--- src/hw/rtl/wpf_pkg.sv ---
package wpf_pkg;

   // default stack depth
   localparam int PATH_DEPTH_DEF = 16;

   // request codes
   localparam logic [1:0] REQ_TICK = 2'd0;
   localparam logic [1:0] REQ_PUSH = 2'd1;
   localparam logic [1:0] REQ_SET  = 2'd2;

   // status codes
   localparam logic [1:0] STATUS_OK    = 2'd0;
   localparam logic [1:0] STATUS_FULL  = 2'd1;
   localparam logic [1:0] STATUS_EMPTY = 2'd2;

   // register indexes
   localparam logic CSR_STEP = 1'b0;
   localparam logic CSR_TURN = 1'b1;

   // reset values
   localparam logic [15:0] STEP_RESET = 16'd3277;
   localparam logic [15:0] TURN_RESET = 16'd66;
   localparam logic signed [15:0] HEAD_UNIT = 16'sd16384;

   typedef struct packed {
      logic [1:0]         req_type;
      logic signed [31:0] coord_x;
      logic signed [31:0] coord_y;
   } wpf_req_type;

   typedef struct packed {
      logic signed [31:0] pos_x;
      logic signed [31:0] pos_y;
      logic signed [15:0] dir_x;
      logic signed [15:0] dir_y;
      logic [4:0]         points_left;
      logic [1:0]         status;
   } wpf_rsp_type;

   // handshake of a multi-cycle arithmetic unit
   typedef struct packed {
      logic start;
   } wpf_unit_ctl_type;

endpackage

--- src/hw/rtl/wpf_sqrt.sv ---
module wpf_sqrt (
   input  logic                      clock,
   input  logic                      reset,
   input  wpf_pkg::wpf_unit_ctl_type ctl,
   input  logic [62:0]               radicand,
   output logic                      done,
   output logic [31:0]               root
);
   import wpf_pkg::*;

   logic        busy_ff, busy_in;
   logic        done_ff, done_in;
   logic [4:0]  cnt_ff, cnt_in;
   logic [63:0] n_ff, n_in;
   logic [33:0] rem_ff, rem_in;
   logic [31:0] root_ff, root_in;
   logic [35:0] rem_sh;
   logic [35:0] trial;

   // one result bit per cycle, two radicand bits consumed
   always_comb begin
      busy_in = busy_ff;
      done_in = 1'b0;
      cnt_in  = cnt_ff;
      n_in    = n_ff;
      rem_in  = rem_ff;
      root_in = root_ff;
      rem_sh  = {rem_ff, n_ff[63:62]};
      trial   = {2'b00, root_ff, 2'b01};
      if (ctl.start) begin
         busy_in = 1'b1;
         cnt_in  = '0;
         n_in    = {1'b0, radicand};
         rem_in  = '0;
         root_in = '0;
      end else if (busy_ff) begin
         n_in = {n_ff[61:0], 2'b00};
         if (rem_sh >= trial) begin
            rem_in  = 34'(rem_sh - trial);
            root_in = {root_ff[30:0], 1'b1};
         end else begin
            rem_in  = rem_sh[33:0];
            root_in = {root_ff[30:0], 1'b0};
         end
         cnt_in = cnt_ff + 5'd1;
         if (cnt_ff == 5'd31) begin
            busy_in = 1'b0;
            done_in = 1'b1;
         end
      end
   end

   always_ff @(posedge clock) begin
      if (reset) begin
         busy_ff <= 1'b0;
         done_ff <= 1'b0;
      end else begin
         busy_ff <= busy_in;
         done_ff <= done_in;
      end
      cnt_ff  <= cnt_in;
      n_ff    <= n_in;
      rem_ff  <= rem_in;
      root_ff <= root_in;
   end

   assign done = done_ff;
   assign root = root_ff;

endmodule

--- config.mk ---
export PLATFORM = sky130hd
export DESIGN_NAME = wpf_sqrt
export DESIGN_NICKNAME = d
export VERILOG_FILES = /design/src/hw/rtl/wpf_pkg.sv /design/src/hw/rtl/wpf_sqrt.sv
export SDC_FILE = /design/constraint.sdc
export NUM_CORES = 1
export LEC_CHECK = 0
export BUFFER_PORTS_ARGS = -buffer_cell sky130_fd_sc_hd__buf_2
export CORE_ASPECT_RATIO = 1.75
export CORE_MARGIN = 4
export CORE_UTILIZATION = 55
export CTS_CLUSTER_DIAMETER = 100
export DETAILED_ROUTE_END_ITERATION = 6
export PLACE_DENSITY_LB_ADDON = 0.08
export SYNTH_ARGS = -nofsm -noshare
export SYNTH_HDL_FRONTEND = slang
export SYNTH_SLANG_ARGS = --single-unit
--- constraint.sdc ---
create_clock -name clock -period 6.09 [get_ports clock]
set_input_delay 0.9135 -clock clock [delete_from_list [all_inputs] [get_ports clock]]
set_output_delay 0.9135 -clock clock [all_outputs]
set_load 0.005 [all_outputs]
# Word level (Yosys, flattened, before mapping)
# Cells that the tools add are included.
# totals
ff_bits,137
inputBits,66
output_inout_bits,33
elab_cells,22
# op_classes
n_addsub,2
order_cmp,1
n_eq_ne,1
mux,8
bitwise_logic,1
n_reduce_logical,2
# ops
operator,n
$mux 63,2
$ge 36x34->1,1
$mux 34,1
$sub 34x34->34,1
$add 5x1->5 const B,1
$eq 5x5->1 const B,1
$mux 1,5
$reduce_or 3->1,1
$reduce_bool 2->1,1
$not 1->1,1

# Logic depth before layout (Yosys ltp)
# depth
ltp_word,4
ltp_mapped,14
depth_no_buf,11

# Least setup slack after synthesis
# OpenSTA, ideal clock, no wires.
# synth_path
kind,input -> register
startpoint,input ctl
endpoint,"register n_ff[0], enable pin"
arrival_ps,2726
t_required_ps,5673
setup_slack_ps,2947
path_stages,4
path_buffers,2
cell_sequence,clkbuf_1 nor2_1 clkbuf_1 inv_1
# synth_between
elab_chain_len,1
# synth_rtl
item,line_no,rtl
from (decl),wpf_sqrt.sv:4,"input wpf_pkg::wpf_unit_ctl_type ctl,"
$reduce_bool 2->1 (no line),-,
to (signal assigned),wpf_sqrt.sv:62,n_ff <= n_in;
to (decl),wpf_sqrt.sv:14,"logic [63:0] n_ff, n_in;"
# No other way between the ends.
# A chain may end at the register's enable or synchronous reset.

# Worst setup path in the final report
# layout_path
startpoint,"register root_ff[5], in the netlist root[5]"
endpoint,register rem_ff[4]
# layout_between
elab_chain_len,2
# layout_rtl
item,line_no,rtl
from (decl),wpf_sqrt.sv:16,"logic [31:0] root_ff, root_in;"
from (signal assigned),wpf_sqrt.sv:64,root_ff <= root_in;
$ge 36x34->1,wpf_sqrt.sv:38,if (rem_sh >= trial) begin
$mux 34,wpf_sqrt.sv:38,
to (signal assigned),wpf_sqrt.sv:63,rem_ff <= rem_in;
to (decl),wpf_sqrt.sv:15,"logic [33:0] rem_ff, rem_in;"
# No other way between the ends.

==> results list <==
- Worst min path class: register to register
- Most instantiated flip-flop cell in the synthesis netlist: dfxtp_1
- Launching element type of the critical path: register
- Final net count: roughly 900
- For this run, the register share of the synthesized area comes to 0.445.
* Clock edge transition at the registers on the reported setup and hold paths: ~0.060 ns
* First-pass DRT Iterations: 5
- Worst Max-Slew Pin Slew: 1.44 ns
- The die is ~160 µm tall.
* Post-synthesis area per instance: 10.4 µm²
* Async SR Flop Fraction: 0
- Across all layers, the routed design uses 5796 vias.
- The cell sitting at the root of the clock tree is a clkbuf_16.
- Die W: between 90 and 100 µm
- Core utilization of the finished layout: 0.647
* Post-route worst setup slack: 2.42 ns
- Total negative setup slack: 0 ns
* Maximum fanout along the worst path: 35
* Ratio of cells with drive above 1 in the final layout: 0.274
- Number of antenna violations at the first check in global routing: 0
- Most instantiated library cell after synthesis: nor2_1
- First-pass GRT wire length: 28600 µm
* Ranking of synthesized cells by area: edfxtp_1, dfxtp_1, mux2_2, ha_1, mux2i_1
- Headroom to the max-slew limit came out at 0.0362.
- The clock period could shrink to 3.67 ns.
- Worst Hold Margin: 0.482 ns
* Area added between synthesis and finish: 14.8%
- Input/output buffers: 98
- The worst setup path is captured at a register.
- Setup repair after global routing left no endpoint under its margin.
- At the end of routability-driven placement, the weighted congestion stood at ~0.95.
* Post-synthesis net count: between 800 and 900
- TritonCTS built the clock tree.
- Timing would allow up to between 0.2 and 0.3 GHz.
* Total Wirelength: roughly 17000 µm
* Post-route clock period utilization: 0.603
- The worst-case IR drop observed on VDD is 341 µV.
* Starting DRT DRC Count: just over 200
* Pre-CTS setup slack: ~2.4 ns
- Count of placed standard cells including taps: roughly 960
- For this design the top-level I/O count stands at 99.
* Most area-hungry cell type in the Yosys netlist: edfxtp_1
* Routed Antenna Nets: 0
- Starting Density: 0.563
- The Yosys step of the flow raised 0 warnings.
- Number of enable-type register cells in the synthesized netlist: 63
- The number of setup buffers added after CTS is 0.
* Average routed wire per standard cell: 17.1 µm
- The number of gates resized after CTS was 0.
- Sorting the synthesized cells by how often they occur yields nor2_1, dfxtp_1, edfxtp_1.
- Die Area: around 16000 µm²
* H-tree level count: 4
* Result of the run: finished clean
- Standby leakage power: about 3.5 nW
* Clock insertion delay at the later pin of the skew report: 0.42 ns
- Total of fill cells in the finished design: 1139
* CTS Hold Bufs: 0
- The core region is between 10000 and 15000 µm².
- Total congestion overflow: 0
- Post-detailed-route via-to-cell ratio: 5.82
- For this run, the total global-route usage over all layers was measured as 0.222.
* Length in cells of the worst reg-to-reg path: 11
- The synthesized netlist contains 55 unique library cells.
- Required time at the endpoint of the critical path: about 6.4 ns
* Netlist Area Pre-Place: 7580 µm²
* Depth of the worst hold-timing path: 2
- Clock buffer count from CTS: 17
* Count of mapped cells out of synthesis: about 730
- Critical setup path kind: register to register
- The repair_antennas step left the layout with diodes totalling 0.
- Data on the critical path arrives at its endpoint at 3.99 ns.
* Non-filler instance count after layout: 996
* Clock Path Buffers: 2
- PD cells: roughly 530 nW/µm²
- DRC: 0
* Worst-case register-to-register setup slack: between 2 and 2.5 ns
- Max cap viols: 0
- Largest clock skew in the final design: 0.0101 ns
- Once detailed placement completed, the half-perimeter wirelength came to approximately 12000 µm.
* Number of hold-slack violations in the final timing report: 0
- Yosys reg bits: between 100 and 150
- Maximum number of pins on one net before global-route repair: 83
- Rows: 56
- The share of synthesized area in the top cell type comes to 0.250.
- The final-report max-slew violation count was 0.
* Number of sinks handled by clock tree synthesis: approximately 140
- The via count of the first global-routing pass is 6031.
- Setup violations remaining at the end of the flow were counted as 0.
-- worst paths after layout --
| check | start | to |
|---|---|---|
| hold / removal | rem_ff[32] | rem_ff[32] |
| hold reg to reg | rem_ff[32] | rem_ff[32] |
| setup reg to reg | root[5] | rem_ff[4] |
| setup / recovery | root[5] | rem_ff[4] |
-- worst max-delay path, stage by stage (launching register included) --
cell	delay, ns
dfxtp_1	0.37
inv_1	0.06
ha_1	0.38
a21oi_2	0.24
and2_1	0.18
nand3_1	0.12
a2111o_1	0.45
and2_4	0.17
o21ai_4	0.17
a21o_1	0.97
nand2_1	0.18
a311oi_2	0.28
-- area by class of cell --
type,instances,area [µm²],share of cell area
Tap cell,174,218,0.0250
Clock buffer,17,425,0.0489
Sequential cell,137,3380,0.388
Inverter,43,161,0.0185
Multi-Input combinational cell,509,3840,0.442
Timing Repair Buffer,101,515,0.0592
Clock inverter,15,161,0.0185
-- metal layers --
layer,share of wire,vias to the layer above,GRT usage
li1,-,2800,-
met2,0.56,141,0.427
met5,0,-,0
met3,0.045,40,0.0419
met4,0.028,0,0.0978
met1,0.37,2815,0.230
-- stage by stage --
step	total power [W]	instance area, µm²
2_1_floorplan	0.00318	7580
3_3_place_gp	0.00352	8120
3_5_place_dp	0.00356	8120
4_1_cts	0.00461	8700
5_1_grt	0.00490	8700
6_report	0.00460	8700
-- cell families (layout without fill, tap and decap cells) --
| logic type | count (synthesis) | after routing | share of synthesized area |
|---|---|---|---|
| simple gates | 199 | 199 | 0.117 |
| compound gates | 143 | 143 | 0.153 |
| flops | 137 | 137 | 0.445 |
| mux | 99 | 99 | 0.141 |
| buf+inv | 86 | 176 | 0.0476 |
| fa+ha+maj | 36 | 36 | 0.0594 |
| xor+xnor | 32 | 32 | 0.0370 |
-- registers in the layout, summed over array words and instances, names as in the netlist --
name and cells:
busy_ff 1, cnt_ff 5, done 1, n_ff 64, rem_ff 34, root 32
-- layout by cell type (no fill, tap or decap), types with 10 or more instances in the layout --
cell / count
a21oi_1: 29
xor2_1: 14
inv_1: 42
nor2_1: 81
mux2_2: 61
mux2i_1: 38
nand4_1: 10
o21ai_0: 17
clkbuf_16: 17
o21a_1: 10
xnor2_1: 18
a311oi_2: 18
ha_1: 36
nand3_1: 20
dfxtp_1: 73
edfxtp_1: 63
buf_2: 97
a21o_1: 16
nand2_1: 58
-- power breakdown --
part           internal [W]  switching, W  leakage [nW]
sequential          0.00111     0.0000980          1.24
combinational      0.000922       0.00145          2.01
clock              0.000579      0.000442         0.285
total               0.00261       0.00199          3.53
No activity file was read; power rests on OpenSTA's default activity.
