**config.mk**
```make
export PLATFORM = sky130hd
export DESIGN_NAME = wpf_div
export DESIGN_NICKNAME = d
export VERILOG_FILES = /design/src/hw/rtl/wpf_pkg.sv /design/src/hw/rtl/wpf_div.sv
export SDC_FILE = /design/constraint.sdc
export NUM_CORES = 1
export LEC_CHECK = 0
export BUFFER_PORTS_ARGS = -buffer_cell sky130_fd_sc_hd__buf_2
export CELL_PAD_IN_SITES_DETAIL_PLACEMENT = 1
export CELL_PAD_IN_SITES_GLOBAL_PLACEMENT = 1
export CORE_MARGIN = 3
export CORE_UTILIZATION = 48
export DETAILED_ROUTE_END_ITERATION = 16
export PLACE_DENSITY = 0.87
export SLEW_MARGIN = 10
export SYNTH_ARGS = -nofsm -noshare
export SYNTH_HDL_FRONTEND = slang
export SYNTH_SLANG_ARGS = --single-unit
```
**constraint.sdc**
```tcl
create_clock -name clock -period 4.5 [get_ports clock]
set_input_delay 0.9 -clock clock [delete_from_list [all_inputs] [get_ports clock]]
set_output_delay 0.9 -clock clock [all_outputs]
set_load 0.05 [all_outputs]
```
**src/hw/rtl/wpf_pkg.sv**
```systemverilog
package wpf_pkg;

   // default stack depth
   localparam int PATH_DEPTH_DEF = 16;

   // request codes
   localparam logic [1:0] REQ_TICK = 2'd0;
   localparam logic [1:0] REQ_PUSH = 2'd1;
   localparam logic [1:0] REQ_SET  = 2'd2;

   // status codes
   localparam logic [1:0] STATUS_OK    = 2'd0;
   localparam logic [1:0] STATUS_FULL  = 2'd1;
   localparam logic [1:0] STATUS_EMPTY = 2'd2;

   // register indexes
   localparam logic CSR_STEP = 1'b0;
   localparam logic CSR_TURN = 1'b1;

   // reset values
   localparam logic [15:0] STEP_RESET = 16'd3277;
   localparam logic [15:0] TURN_RESET = 16'd66;
   localparam logic signed [15:0] HEAD_UNIT = 16'sd16384;

   typedef struct packed {
      logic [1:0]         req_type;
      logic signed [31:0] coord_x;
      logic signed [31:0] coord_y;
   } wpf_req_type;

   typedef struct packed {
      logic signed [31:0] pos_x;
      logic signed [31:0] pos_y;
      logic signed [15:0] dir_x;
      logic signed [15:0] dir_y;
      logic [4:0]         points_left;
      logic [1:0]         status;
   } wpf_rsp_type;

   // handshake of a multi-cycle arithmetic unit
   typedef struct packed {
      logic start;
   } wpf_unit_ctl_type;

endpackage

```
**src/hw/rtl/wpf_div.sv**
```systemverilog
module wpf_div (
   input  logic                      clock,
   input  logic                      reset,
   input  wpf_pkg::wpf_unit_ctl_type ctl,
   input  logic [47:0]               dividend,
   input  logic [31:0]               divisor,
   output logic                      done,
   output logic [15:0]               quotient
);
   import wpf_pkg::*;

   logic        busy_ff, busy_in;
   logic        done_ff, done_in;
   logic [3:0]  cnt_ff, cnt_in;
   logic [31:0] rem_ff, rem_in;
   logic [15:0] low_ff, low_in;
   logic [15:0] q_ff, q_in;
   logic [31:0] dvs_ff, dvs_in;
   logic [32:0] trial;
   logic        ge;

   // restoring division, one quotient bit per cycle; quotient fits 16 bits
   always_comb begin
      busy_in = busy_ff;
      done_in = 1'b0;
      cnt_in  = cnt_ff;
      rem_in  = rem_ff;
      low_in  = low_ff;
      q_in    = q_ff;
      dvs_in  = dvs_ff;
      trial   = {rem_ff, low_ff[15]};
      ge      = trial >= {1'b0, dvs_ff};
      if (ctl.start) begin
         busy_in = 1'b1;
         cnt_in  = '0;
         rem_in  = dividend[47:16];
         low_in  = dividend[15:0];
         q_in    = '0;
         dvs_in  = divisor;
      end else if (busy_ff) begin
         rem_in = ge ? 32'(trial - {1'b0, dvs_ff}) : trial[31:0];
         q_in   = {q_ff[14:0], ge};
         low_in = {low_ff[14:0], 1'b0};
         cnt_in = cnt_ff + 4'd1;
         if (cnt_ff == 4'd15) begin
            busy_in = 1'b0;
            done_in = 1'b1;
         end
      end
   end

   always_ff @(posedge clock) begin
      if (reset) begin
         busy_ff <= 1'b0;
         done_ff <= 1'b0;
      end else begin
         busy_ff <= busy_in;
         done_ff <= done_in;
      end
      cnt_ff <= cnt_in;
      rem_ff <= rem_in;
      low_ff <= low_in;
      q_ff   <= q_in;
      dvs_ff <= dvs_in;
   end

   assign done     = done_ff;
   assign quotient = q_ff;

endmodule

```
# Yosys cells after proc, flatten, opt, wreduce, memory -nomap -nowiden

Index checks and enable logic that the tools add are counted.

Flip-flop bits (word level): 102
Output and inout bits: 17

Multiplexer cells: 9
Bitwise logic cells: 1
Order comparisons: 1
Add/subtract/negate cells: 2
Reductions and logical operators: 2
Equal/unequal tests: 1

Operators by type and width:

| cell                | number |
|---|---|
| $mux 32             | 3 |
| $ge 33x32->1        | 1 |
| $mux 16             | 2 |
| $sub 32x32->32      | 1 |
| $add 4x1->4 const B | 1 |
| $eq 4x4->1 const B  | 1 |
| $mux 1              | 4 |
| $reduce_or 3->1     | 1 |
| $reduce_bool 2->1   | 1 |
| $not 1->1           | 1 |

# Logic depth before layout (Yosys ltp)

Depth after elaboration: 4
Mapped depth: 13
Mapped depth without buffers: 12

# Worst setup path after synthesis

OpenSTA, ideal clock, no wires.

Path kind: register to register
Start point: register low_ff[15]
End point: register rem_ff[24], data pin
Path buffers: 0
Period minus slack after synthesis: 2.934 ns
Arrival: 2.673 ns
Required time: 4.239 ns
Stages on the path, launching flop included: 12
Library setup time: 0.261 ns
Slack: 1.566 ns
Cell sequence: edfxtp_1 > inv_1 > ha_1 > inv_1 > fa_1 > a211oi_1 > o211ai_1 > a21oi_1 > nor4_1 > or4_1 > xor2_1 > a221o_1

Longest elaborated chain between the ends: 4
Elaborated cells between the ends (all ways): 5
Classes of those cells: add/sub (1); order compare (1); mux (3)

RTL lines:

| item                                                  | line                         | RTL |
|---|---|---|
| start: declaration                                    | wpf_div.sv:16                | `logic [15:0] low_ff, low_in;` |
| start signal: assignment                              | wpf_div.sv:62                | `low_ff <= low_in;` |
| $sub 32x32->32 / $ge 33x32->1 (equally long branches) | wpf_div.sv:41, wpf_div.sv:32 |  |
| $mux 32 *                                             | wpf_div.sv:41                | `rem_in = ge ? 32'(trial - {1'b0, dvs_ff}) : trial[31:0];` |
| $mux 32 *                                             | wpf_div.sv:40                | `end else if (busy_ff) begin` |
| $mux 32 *                                             | wpf_div.sv:33                | `if (ctl.start) begin` |
| via rem_in[24]                                        | wpf_div.sv:15                | `logic [31:0] rem_ff, rem_in;` |
| end signal: assignment                                | wpf_div.sv:61                | `rem_ff <= rem_in;` |
| end: declaration                                      | wpf_div.sv:15                |  |

Mark *: on every way through the listed nets, which the timed path passes. The rest lies on a longest branch. The select of a mux whose other input is x is not followed.
A chain may end at the register's enable or synchronous reset.

# Worst setup path after layout

Start point: register low_ff[15]
End point: register rem_ff[26], data pin

Same word-level chain as after synthesis.

==> summary.txt <==
Layout
  • Area of the multi-input gates: 0.00293 mm2
  • Nets: 781
  • Area grow syn2layout: 15.0%
  • Commonest non-fill, non-tap cell in the layout: buf_2
  • Seq. cell area: 0.00284 mm2
  • Diode count: 0
  • Fill cells: 1,369
  • Share of cells above drive strength 1: 23.8%
  • Most frequent cells in the layout: buf_2, edfxtp_1, a21oi_1

Power
  • PnR Total Power: 0.00401 W
  • Leak: 2.96 nW
  • Max IR drop VDD: 0.302 mV
  • Power per cell area: 577 mW/mm2

Clock tree
  • Cts repair resizes: 0
  • CTS Buffer Depth: 2
  • CTS tree: done
  • Clock sinks: 102
  • Worst-skew pair later-pin latency: 360 ps
  • Hold Buf Count CTS: 0
  • Cts bufs inserted: 9
  • Setup bufs post-CTS: 0
  • CTS root buf: clkbuf_16
  • H-Tree Depth: 3
  • Register clock-pin slew on the reported worst setup and hold paths: 80 ps

Synthesis
  • Post-synth ARST share: 0%
  • Cell variety after synth: 64
  • Sequential fraction of the synthesis area: 47.0%
  • EDFF count, synth: 80
  • Number of synthesized register bits: 102
  • Main synth FF type: edfxtp_1
  • Syn Area/Cell: 10.6 um2
  • Synth Area in Compound Gates: 15.1%
  • Mapped Nets: 690
  • Post-Synth Simple-Gate Area: 12.5%
  • Synthesized instance count: 573
  • Syn Std Cell Area: 0.00605 mm2
  • Synth Area in Adders: 7.15%
  • XOR/XNOR share of the synthesized area: 3.76%
  • Largest family of logic cells by synthesized area: compound AO/OA/AOI/OAI gates
  • Syn. warnings: 0
  • Multiplexer area fraction after synthesis: 9.86%

Worst setup path
  • CP max FO: 4
  • Worst endpoint required time: 4590 ps
  • Critical path capture point type: register
  • Startpoint types: register
  • Reg2reg setup slack: 1060 ps
  • Worst R2R Path Depth: 12
  • Worst EP arrival: 3530 ps
  • Worst R2R Start: low_ff[15]
  • R2R Path End: rem_ff[26]
  • CP Class: register to register

Timing
  • Final Hold Vio Count: 0
  • Fmax: 290 MHz
  • Clk_skew: 11.3 ps
  • Slew headroom: 49.6%
  • Final Setup Violations: 0
  • Fin crit period: 3440 ps
  • Final Max Slew Viols: 0
  • RSZ-0062 raised after global routing: no
  • Worst Tran Pin Value: 755 ps
  • Final Cycle Share: 76.5%
  • TNS Setup: 0 ps

Min path
  • Hold Startpoint: cnt_ff[3]
  • Hold path depth: 2
  • Worst min path class: register to register
  • Min-Delay Endpoint: done

Flow run
  • Max cap viols: 0

GRT
  • Total grt overflow: 0
  • Vias in the first global route: 5,132
  • Tot GR Track Use: 22.1%
  • Maximum number of pins on one net before global-route repair: 72
  • Initial antenna violation count: 1
  • First-pass GRT wire length: 25.2 mm

Detailed routing
  • DRT iter0 DRCs: 233
  • Detailed Routing Iterations Pass 1: 5
  • Final WL: 15.3 mm
  • Vias: 4,707
  • Via density: 5.62
  • Remaining antenna violation count: 0
  • WL/cell: 18.2 um
  • Post-route DRC: 0

Floorplanning
  • Die height: 118 um
  • CORE AREA: 0.0122 mm2
  • Die Area: 0.0140 mm2
  • Initial Util: 49.8%
  • Die X: 118 um
  • Core Rows: 40
  • IO Pins: 100

Place
  • GPL Wtd Cong: 0.897
  • Hpwl dp: 11.3 mm
  • # port buffers: 99

Run status
  • Status: finished clean
-- power by group --
part / internal [W] / total, W / switching, W
Clock: 0.000395 / 0.000794 / 0.000399
Sequential: 0.00123 / 0.00132 / 0.0000886
Combinational: 0.000792 / 0.00190 / 0.00111
Total: 0.00242 / 0.00401 / 0.00159
-- metal layers --
| metal | vias to the layer above | global-route usage, % | routed length, um |
|---|---|---|---|
| li1 | 2285 | - | - |
| met1 | 2287 | 26.7 | 6630 |
| met2 | 116 | 38.2 | 7490 |
| met3 | 17 | 6.17 | 917 |
| met4 | 2 | 6.81 | 220 |
| met5 | - | 0 | 7 |
-- cell type report --
| type | count | share of cell area (%) |
|---|---|---|
| Clock buffer | 9 | 3.24 |
| Clock inverter | 7 | 0.988 |
| Inverter | 42 | 2.26 |
| Multi-Input combinational cell | 406 | 42.1 |
| Sequential cell | 102 | 40.8 |
| Tap cell | 168 | 3.02 |
| Timing Repair Buffer | 103 | 7.58 |
-- cell families after synthesis --
family,count (synthesis)
mux,55
flops,102
compound gates,142
fa+ha+maj,34
simple gates,149
xor+xnor,26
buf+inv,65
-- flip-flops by register name (all words and copies together), names as in the netlist --
| name | cells |
|---|---|
| busy_ff | 1 |
| low_ff | 16 |
| done | 1 |
| dvs_ff | 32 |
| rem_ff | 32 |
| cnt_ff | 4 |
| quotient | 16 |
-- critical path, stage by stage (launching register included) --
cell      delay (ps)
edfxtp_1         370
inv_1             50
ha_1             210
inv_1             80
fa_1             240
a211oi_1         110
o211ai_1         300
nand2_1          170
o31ai_1          600
a21boi_1         310
or4_1            540
nand3_1          110
o31ai_1           70
-- per-stage QoR --
step	setup WS [ps]	area (um2)	utilization, %	instances	hold WS (ps)
3_3_place_gp	1260	6670	54.8	821	462
6_report	1060	6960	57.2	837	495
3_5_place_dp	1180	6670	54.8	821	471
4_1_cts	1160	6960	57.2	837	494
5_1_grt	938	6960	57.2	837	525
2_1_floorplan	1570	6050	-	573	440
-- synth_stat cells, types with 7 or more instances --
master    count  area [um2]
edfxtp_1     80        2400
clkbuf_1     10        37.5
nor2b_1      17         106
nor2_1       39         146
nand2_1      33         124
nor3_1        9        45.0
mux2i_1      18         180
mux2_2       31         349
nand3_1      14        70.1
xor2_1        7        61.3
a221o_1       7        70.1
o21ai_0      16        80.1
a21oi_1      60         300
a21o_1       14         105
inv_1        42         158
xnor2_1      19         166
ha_1         33         413
dfxtp_1      22         440
-- worst max-delay path by stage --
stage / startpoint / end / slack, ps / depth (start not counted)
after global placement: rem_ff[23] / rem_ff[3] / 1260 / 8
after floorplan: low_ff[15] / rem_ff[24] / 1570 / 11
after global routing: low_ff[15] / rem_ff[26] / 940 / 12
final: low_ff[15] / rem_ff[26] / 1060 / 12
after detailed placement: low_ff[15] / rem_ff[24] / 1180 / 11
after CTS: low_ff[15] / rem_ff[26] / 1160 / 12
Power figures use the tool's default switching activity.
