## src/hw/rtl/wpf_ram.sv

```systemverilog
module wpf_ram #(
   parameter int WIDTH  = 64,
   parameter int DEPTH  = 16,
   parameter int ADDR_W = (DEPTH > 1) ? $clog2(DEPTH) : 1
) (
   input  logic              clock,
   input  logic              we,
   input  logic [ADDR_W-1:0] waddr,
   input  logic [WIDTH-1:0]  wdata,
   input  logic              re,
   input  logic [ADDR_W-1:0] raddr,
   output logic [WIDTH-1:0]  rdata
);

   logic [WIDTH-1:0] mem [DEPTH];
   logic [WIDTH-1:0] rdata_ff;

   always_ff @(posedge clock) begin
      if (we) begin
         mem[waddr] <= wdata;
      end
      if (re) begin
         rdata_ff <= mem[raddr];
      end
   end

   assign rdata = rdata_ff;

endmodule

```

## config.mk

```make
export PLATFORM = sky130hd
export DESIGN_NAME = wpf_ram
export DESIGN_NICKNAME = d
export VERILOG_FILES = /design/src/hw/rtl/wpf_ram.sv
export SDC_FILE = /design/constraint.sdc
export NUM_CORES = 1
export LEC_CHECK = 0
export BUFFER_PORTS_ARGS = -buffer_cell sky130_fd_sc_hd__buf_2
export CORE_UTILIZATION = 60
export CTS_BUF_LIST = sky130_fd_sc_hd__clkbuf_16
export CTS_CLUSTER_SIZE = 12
export DETAILED_ROUTE_END_ITERATION = 10
export GPL_ROUTABILITY_DRIVEN = 0
export HOLD_SLACK_MARGIN = 0.12
export PLACE_DENSITY = 0.75
export SLEW_MARGIN = 5
export SYNTH_ARGS = -nofsm -noshare
export SYNTH_HDL_FRONTEND = slang
export SYNTH_SLANG_ARGS = --single-unit
```

## constraint.sdc

```tcl
create_clock -name clock -period 14.9 [get_ports clock]
set_input_delay 2.98 -clock clock [delete_from_list [all_inputs] [get_ports clock]]
set_output_delay 2.98 -clock clock [all_outputs]
set_load 0.1 [all_outputs]
```

---- After elaboration in Yosys (flattened, before gate mapping) ----
Memory sizes are Yosys's and may differ from the RTL's. A register that Yosys moved wholly into a read port is not among the register bits.
Index checks and enable logic that the tools add are counted.
operators by class
  muxes and demuxes ....................... 2
operators with widths
  cell              count
  1-bit 2-to-1 mux  2
storage, ports and cells
  register bits after elaboration ......... 0
  RAM bits ................................ 1,024
  bits of input ports ..................... 75
  output and inout bits ................... 64
  word-level logic and storage cells ...... 3
  memories kept ........................... 1
memory list
  memory  words  width  read ports  clocked after memory_dff  write ports  line  text
  mem     16     64     1           1                         1            15    logic [WIDTH-1:0] mem [DEPTH];

---- Logic depth before layout (Yosys ltp) ----
Gate-level depths: netlist of run 1.
  word-level depth ........................ 2
  depth in mapped cells ................... 6
  depth with buffers taken out ............ 3

---- Worst setup path after synthesis of run 1 ----
OpenSTA, ideal clock, no wires.
  kind .................................... input-to-reg
  from .................................... in waddr[2]
  to ...................................... mem mem[0][0], enable pin
  setup time .............................. 0.565 ns
  arrival ................................. 7.843 ns
  data required time ...................... 14.335 ns
  path slack .............................. 6.491 ns
  stages on the path ...................... 2
  buffers on the path ..................... 0
  cell sequence ........................... or3b_2 -> nor3_1
RTL lines
  element             line  text
  start: declaration  8     input logic [ADDR_W-1:0] waddr,
  end: declaration    15
Straight into the memory's write port.

==> impl_metrics.json, run 1 <==
{
  "first_global_vias": 19060,
  "drc": 24,
  "timing_hold_violations_final": 0,
  "setup.worst_path.start_class": "input port",
  "netlist_instances": 1647,
  "power.share.combinational": 0.063,
  "place_worst_setup_slack_ns": 8.054,
  "rows": 94,
  "r2r_slack_ns": 13.40,
  "seq_area_frac_synth": 0.8123,
  "post-synth-top-area-cell": "sky130_fd_sc_hd__edfxtp_1",
  "dp_wirelength_um": 40340,
  "power_per_cell_area_nw_per_um2": 137.9,
  "synth.lib_cells_used.distinct": 17,
  "postSynth.asyncResetShare": 0,
  "cts_setup_buffers": 0,
  "timing.setup.critical_path_class": "input port to flop",
  "grt_start_max_net_pins": 100,
  "cap_violations": 0,
  "routed_wl_um": 86700,
  "max_slew_headroom_at_the_worst_pin": 0.1415,
  "buffer_ports.inserted": 138,
  "status": "finished, violations left",
  "synth_fp_nets": 1722,
  "cts_sinks": 1088,
  "timing.final.ws_setup_ns": 8.887,
  "congestion_overflow_gr": 0,
  "max_clock_freq_mhz": 166.3,
  "timing.critical_path.required_ns": 15.29,
  "post-route-period-util": 0.4035,
  "clk_latency_ns": 0.66,
  "timing.final.setup_violations": 0,
  "total_switching_power_mw": 1.340,
  "cts_repair_resize_count": 0,
  "violations_in_the_final_reports": "design-rule violations",
  "post_synth_most_frequent_cells": "sky130_fd_sc_hd__edfxtp_1, sky130_fd_sc_hd__mux4_2, sky130_fd_sc_hd__a22oi_1",
  "slew_viol_final": 0,
  "drt-pass1-iter-count": 8,
  "synth_top_area_frac": 0.8123,
  "grt_pass1_wl_um": 126300,
  "syn_area_per_cell_um2": 24.42,
  "synth_flop_cell": "sky130_fd_sc_hd__edfxtp_1",
  "drive_above_1_share": 0.3004,
  "clock_path_buffers": 3,
  "io-pin-count": 139,
  "grt_setup_unrepaired": "no",
  "post_cts_hold_buffer_count": 0,
  "cp_data_arrival_time_ns": 6.40,
  "vias_per_cell": 6.619,
  "cts_buffer_count": 106,
  "setup-tns-final_ns": 0,
  "postSynthRegisterBits": 1088,
  "cts-root-buf": "sky130_fd_sc_hd__clkbuf_16",
  "synth_enable_flop_cells": 1088,
  "hp-class": "flop to flop",
  "switching_share": 0.2163,
  "grt_antenna_before_repair": 10,
  "initial_utilization": 0.6085,
  "finalNetCount": 1921,
  "routedWlPerCell_um": 31.37,
  "yosys-top-cells-area": "sky130_fd_sc_hd__edfxtp_1, sky130_fd_sc_hd__mux4_2, sky130_fd_sc_hd__a22oi_1",
  "clock_power_share": 0.377,
  "timing.clock.skew_ns": 0.02122,
  "power.internal_mw": 4.856,
  "ant_nets": 0,
  "die_width_um": 260.9,
  "core_area_um2": 66100,
  "yosysMostFrequentCell": "sky130_fd_sc_hd__edfxtp_1",
  "dr_vias": 18300,
  "leakagePower_nw": 14.36,
  "worst_ir_drop_on_vdd_v": 0.0001048,
  "die-area_um2": 68080,
  "critical_path.endpoint_type": "flop",
  "synthesis.area_um2": 40220,
  "cts.htree.levels": 3,
  "share_seq_of_total_power": 0.560,
  "drt_iter0_markers": 2279,
  "tritoncts": "yes",
  "area_growth_syn_to_layout_pct": 11.70,
  "crit_path_max_fanout": 82,
  "globalRouteTotalUtil": 0.2632,
  "yosysWarningCount": 0,
  "final_period_minus_worst_setup_slack_ns": 6.013,
  "die_h_um": 260.9,
  "worst_slew_pin_slew_ns": 1.285,
  "clk_pin_slew_ns": 0.06
}
## worst max-delay path, stage by stage
cell                      delay [ns]
sky130_fd_sc_hd__buf_8          0.64
sky130_fd_sc_hd__buf_4          0.88
sky130_fd_sc_hd__buf_4          0.81
sky130_fd_sc_hd__mux4_2         0.60
sky130_fd_sc_hd__a22oi_1        0.21
sky130_fd_sc_hd__nand2_1        0.09
## per-layer routing
metal  track usage  wire length, um  vias to the layer above
met1        0.3878            34490                     9769
li1              -                -                     7476
met5             0               77                        -
met2        0.4134            42540                      899
met4       0.06985             1613                       12
met3       0.05099             7984                      139
## sequential cells by signal (all words and copies together) (netlist names)
register / cells
mem: 1024
rdata: 64
## cells by family after synthesis
| group | after synthesis | synth area share |
|---|---|---|
| AOI/OAI and AO/OA | 128 | 0.02389 |
| buffers and inverters | 84 | 0.01123 |
| muxes | 256 | 0.1433 |
| and+or+nand+nor | 91 | 0.009270 |
| DFF | 1088 | 0.8123 |
## path summary, 6_finish.rpt
| check | cells after the start | startpoint | end |
|---|---|---|---|
| setup / recovery | 6 | raddr[0] | rdata[41] |
| hold / removal | 3 | mem[15][22] | rdata[22] |
| setup reg to reg | 3 | mem[0][0] | rdata[0] |
| hold reg to reg | 3 | mem[15][22] | rdata[22] |
## power by group through the flow
stage                     clock network [mW]  registers, mW  logic (mW)
after detailed placement                   0           3.53       0.390
after global placement                     0           3.53       0.382
after CTS                               2.36           3.47       0.392
final                                   2.34           3.47       0.389
after global routing                    2.48           3.48       0.410
after floorplan                            0           3.64       0.163
## cells in the final DEF, fill, tap and decap left out, types with 2 or more instances in the layout
cell type	instances
sky130_fd_sc_hd__a22oi_1	128
sky130_fd_sc_hd__nor2b_4	2
sky130_fd_sc_hd__nand3b_1	2
sky130_fd_sc_hd__buf_8	2
sky130_fd_sc_hd__nor2_4	13
sky130_fd_sc_hd__clkinv_1	17
sky130_fd_sc_hd__edfxtp_1	1088
sky130_fd_sc_hd__clkbuf_16	109
sky130_fd_sc_hd__buf_2	135
sky130_fd_sc_hd__mux4_2	256
sky130_fd_sc_hd__nor3_2	4
sky130_fd_sc_hd__inv_6	2
sky130_fd_sc_hd__nand2b_1	2
sky130_fd_sc_hd__buf_4	37
sky130_fd_sc_hd__diode_2	6
sky130_fd_sc_hd__clkinv_2	5
sky130_fd_sc_hd__inv_1	22
sky130_fd_sc_hd__nand2_1	65
## per-stage QoR
stage	instance area, um^2	instances	hold slack [ns]	utilization	power, mW
2_1_floorplan	40220	1647	0.7103	-	3.802
3_3_place_gp	41970	2601	0.7251	0.6350	3.913
3_5_place_dp	41970	2601	0.7277	0.6350	3.925
4_1_cts	44890	2757	0.7448	0.6792	6.227
5_1_grt	44920	2760	0.7742	0.6796	6.361
6_report	44930	2764	0.7409	0.6797	6.196
## layout make-up
cell class | instances | area (um^2)
flip-flops and latches | 1088 | 32670
fillers | 3965 | 21170
multi-input cells | 475 | 7234
clock buffers | 109 | 2728
well taps | 864 | 1081
repair buffers | 175 | 1003
clock inverters | 47 | 196.4
diodes | 6 | 15.01
(Power assumes the default switching activity.)
==> run 2: changes to the inputs <==
clock period = 6.3 ns   (was 14.9 ns; I/O delays follow)
==> run 2 against run 1 <==
  * The flow still finishes with violations (design-rule violations)
  * Via count grew 0.80%
  * Setup slack lost 5.7 ns
  * Count of clock-buffer cells in the layout shrank 2
  * Clock skew shrank 0.0038 ns
  * Total power grew 140%
  * Critical endpoint is now mem[8][23]
  * Clock power grew 130%
  * Highest routed layer unchanged
  * Design area grew 0.34%
  * Critical path type unchanged
  * Combinational power grew 140%
  * Non-clock buffer count grew 7
  * First-iteration DRC count shrank 2.1%
  * Flip-flop and latch count is the same
  * Critical path depth shrank 2
==> impl_metrics.json, run 2 (same netlist as run 1, synthesis figures left out) <==
{
  "initial_utilization": 0.6085,
  "post_cts_hold_buffer_count": 0,
  "cp_data_arrival_time_ns": 3.44,
  "setup.worst_path.start_class": "input port",
  "worst_ir_drop_on_vdd_v": 0.0002379,
  "cp_slowest_stage_delay_ns": 0.96,
  "cts_buffer_count": 105,
  "leakagePower_nw": 14.44,
  "clock_path_buffers": 3,
  "timing.critical_path.required_ns": 6.59,
  "power_per_cell_area_nw_per_um2": 324.7,
  "grt_setup_unrepaired": "no",
  "dr_vias": 18440,
  "hp-class": "flop to flop",
  "die_h_um": 260.9,
  "timing.setup.critical_path_class": "input port to flop",
  "timing.final.setup_violations": 0,
  "crit_path_cell_trace": "buf_2 > nand3b_1 > nor3_4 > buf_4",
  "crit_path_max_fanout": 26,
  "buffer_ports.inserted": 138,
  "drc": 14,
  "drt-pass1-iter-count": 8,
  "multiInputGateArea_um2": 7259,
  "final.fill_count": 3913,
  "cts-root-buf": "sky130_fd_sc_hd__clkbuf_16",
  "cts_setup_buffers": 0,
  "cap_violations": 0,
  "timing.final.ws_setup_ns": 3.141,
  "clk_pin_slew_ns": 0.06,
  "drive_above_1_share": 0.3047,
  "largest_reg_flops": 1024,
  "routedWlPerCell_um": 30.80,
  "ant_nets": 0,
  "setup-tns-final_ns": 0,
  "largest-register": "mem",
  "place_worst_setup_slack_ns": 2.473,
  "final_period_minus_worst_setup_slack_ns": 3.159,
  "area_growth_syn_to_layout_pct": 12.08,
  "mostFrequentLayoutCells": "sky130_fd_sc_hd__edfxtp_1, sky130_fd_sc_hd__mux4_2, sky130_fd_sc_hd__buf_2, sky130_fd_sc_hd__a22oi_1, sky130_fd_sc_hd__clkbuf_16",
  "io-pin-count": 139,
  "congestion_overflow_gr": 0,
  "finalNetCount": 1927,
  "r2r_slack_ns": 4.72,
  "clk_latency_ns": 0.67,
  "worst_r2r_startpoint": "mem[8][16]",
  "worst_slew_pin_slew_ns": 1.319,
  "r2r.worst_path.cells": 3,
  "max_slew_headroom_at_the_worst_pin": 0.1177,
  "die-area_um2": 68080,
  "grt_start_max_net_pins": 90,
  "rows": 94,
  "grt_antenna_before_repair": 8,
  "timing.clock.skew_ns": 0.01744,
  "die_width_um": 260.9,
  "grt_pass1_wl_um": 125100,
  "core_area_um2": 66100,
  "max_clock_freq_mhz": 316.5,
  "post-route-period-util": 0.5015,
  "cts_sinks": 1088,
  "endpoint": "mem[8][23]",
  "timing_hold_violations_final": 0,
  "slew_viol_final": 0,
  "cp_slowest_cell": "sky130_fd_sc_hd__nor3_4",
  "tritoncts": "yes",
  "vias_per_cell": 6.663,
  "mostFrequentLayoutCell": "sky130_fd_sc_hd__edfxtp_1",
  "status": "finished, violations left",
  "r2r_endpoint": "rdata[16]",
  "cp-startpoint": "waddr[2]",
  "cts_repair_resize_count": 0,
  "routed_wl_um": 85250,
  "critical_path.endpoint_type": "flop",
  "violations_in_the_final_reports": "design-rule violations",
  "first_global_vias": 19060,
  "cts.htree.levels": 3,
  "dp_wirelength_um": 41690,
  "drt_iter0_markers": 2231,
  "regArea_um2": 32670,
  "globalRouteTotalUtil": 0.2582
}
## run 2: cell count changes in the layout (fill, tap and decap cells not counted), sizes merged
| cell | previous run | this run |
|---|---|---|
| clkbuf | 109 | 107 |
| buf | 175 | 182 |
| clkinv | 22 | 16 |
| inv | 24 | 28 |
| diode | 6 | 7 |
## run 2: per-stage QoR
stage	instances	hold slack, ns	area, um^2	power [mW]	util
6_report	2768	0.7388	45080	14.64	0.6820
5_1_grt	2763	0.7631	45070	15.01	0.6819
4_1_cts	2761	0.7414	45060	14.71	0.6818
3_5_place_dp	2609	0.7341	42160	9.293	0.6378
3_3_place_gp	2609	0.7208	42160	9.263	0.6378
2_1_floorplan	1647	0.7103	40240	8.992	-
## run 2: cell type report
| type | count | area share |
|---|---|---|
| antenna | 7 | 0.0003886 |
| clock buffer | 107 | 0.05939 |
| clock inverter | 45 | 0.005134 |
| multi-input combinational | 475 | 0.1610 |
| sequential | 1088 | 0.7247 |
| tap | 864 | 0.02398 |
| timing repair buffer | 182 | 0.02537 |
## run 2: per-layer routing
| metal | vias to the layer above | track usage | routed length, um |
|---|---|---|---|
| met2 | 1031 | 0.4059 | 42090 |
| met4 | 6 | 0.06871 | 1468 |
| li1 | 7486 | - | - |
| met1 | 9808 | 0.3829 | 33230 |
| met5 | - | 0 | 38 |
| met3 | 111 | 0.04565 | 8429 |
## run 2: power breakdown
| group | total [mW] | internal, mW | switching [mW] | leakage [nW] |
|---|---|---|---|---|
| combinational | 0.937 | 0.274 | 0.663 | 3.03 |
| clock | 5.49 | 3.02 | 2.47 | 1.52 |
| sequential | 8.21 | 8.16 | 0.0496 | 9.89 |
## run 2: how the worst min path moves through the flow
stage / from / to / slack (ns) / depth (start not counted)
floorplan: mem[14][0] / rdata[0] / 0.71 / 3
global placement: mem[14][42] / rdata[42] / 0.72 / 3
detailed placement: mem[15][26] / rdata[26] / 0.73 / 3
CTS: mem[15][12] / rdata[12] / 0.74 / 3
global route: mem[15][12] / rdata[12] / 0.76 / 3
finish: mem[14][22] / rdata[22] / 0.74 / 3
## run 2: critical path: cells and delay by family
| kind | cells | cell delay (ns) |
|---|---|---|
| simple gates | 2 | 1.36 |
| buf+inv | 2 | 0.78 |
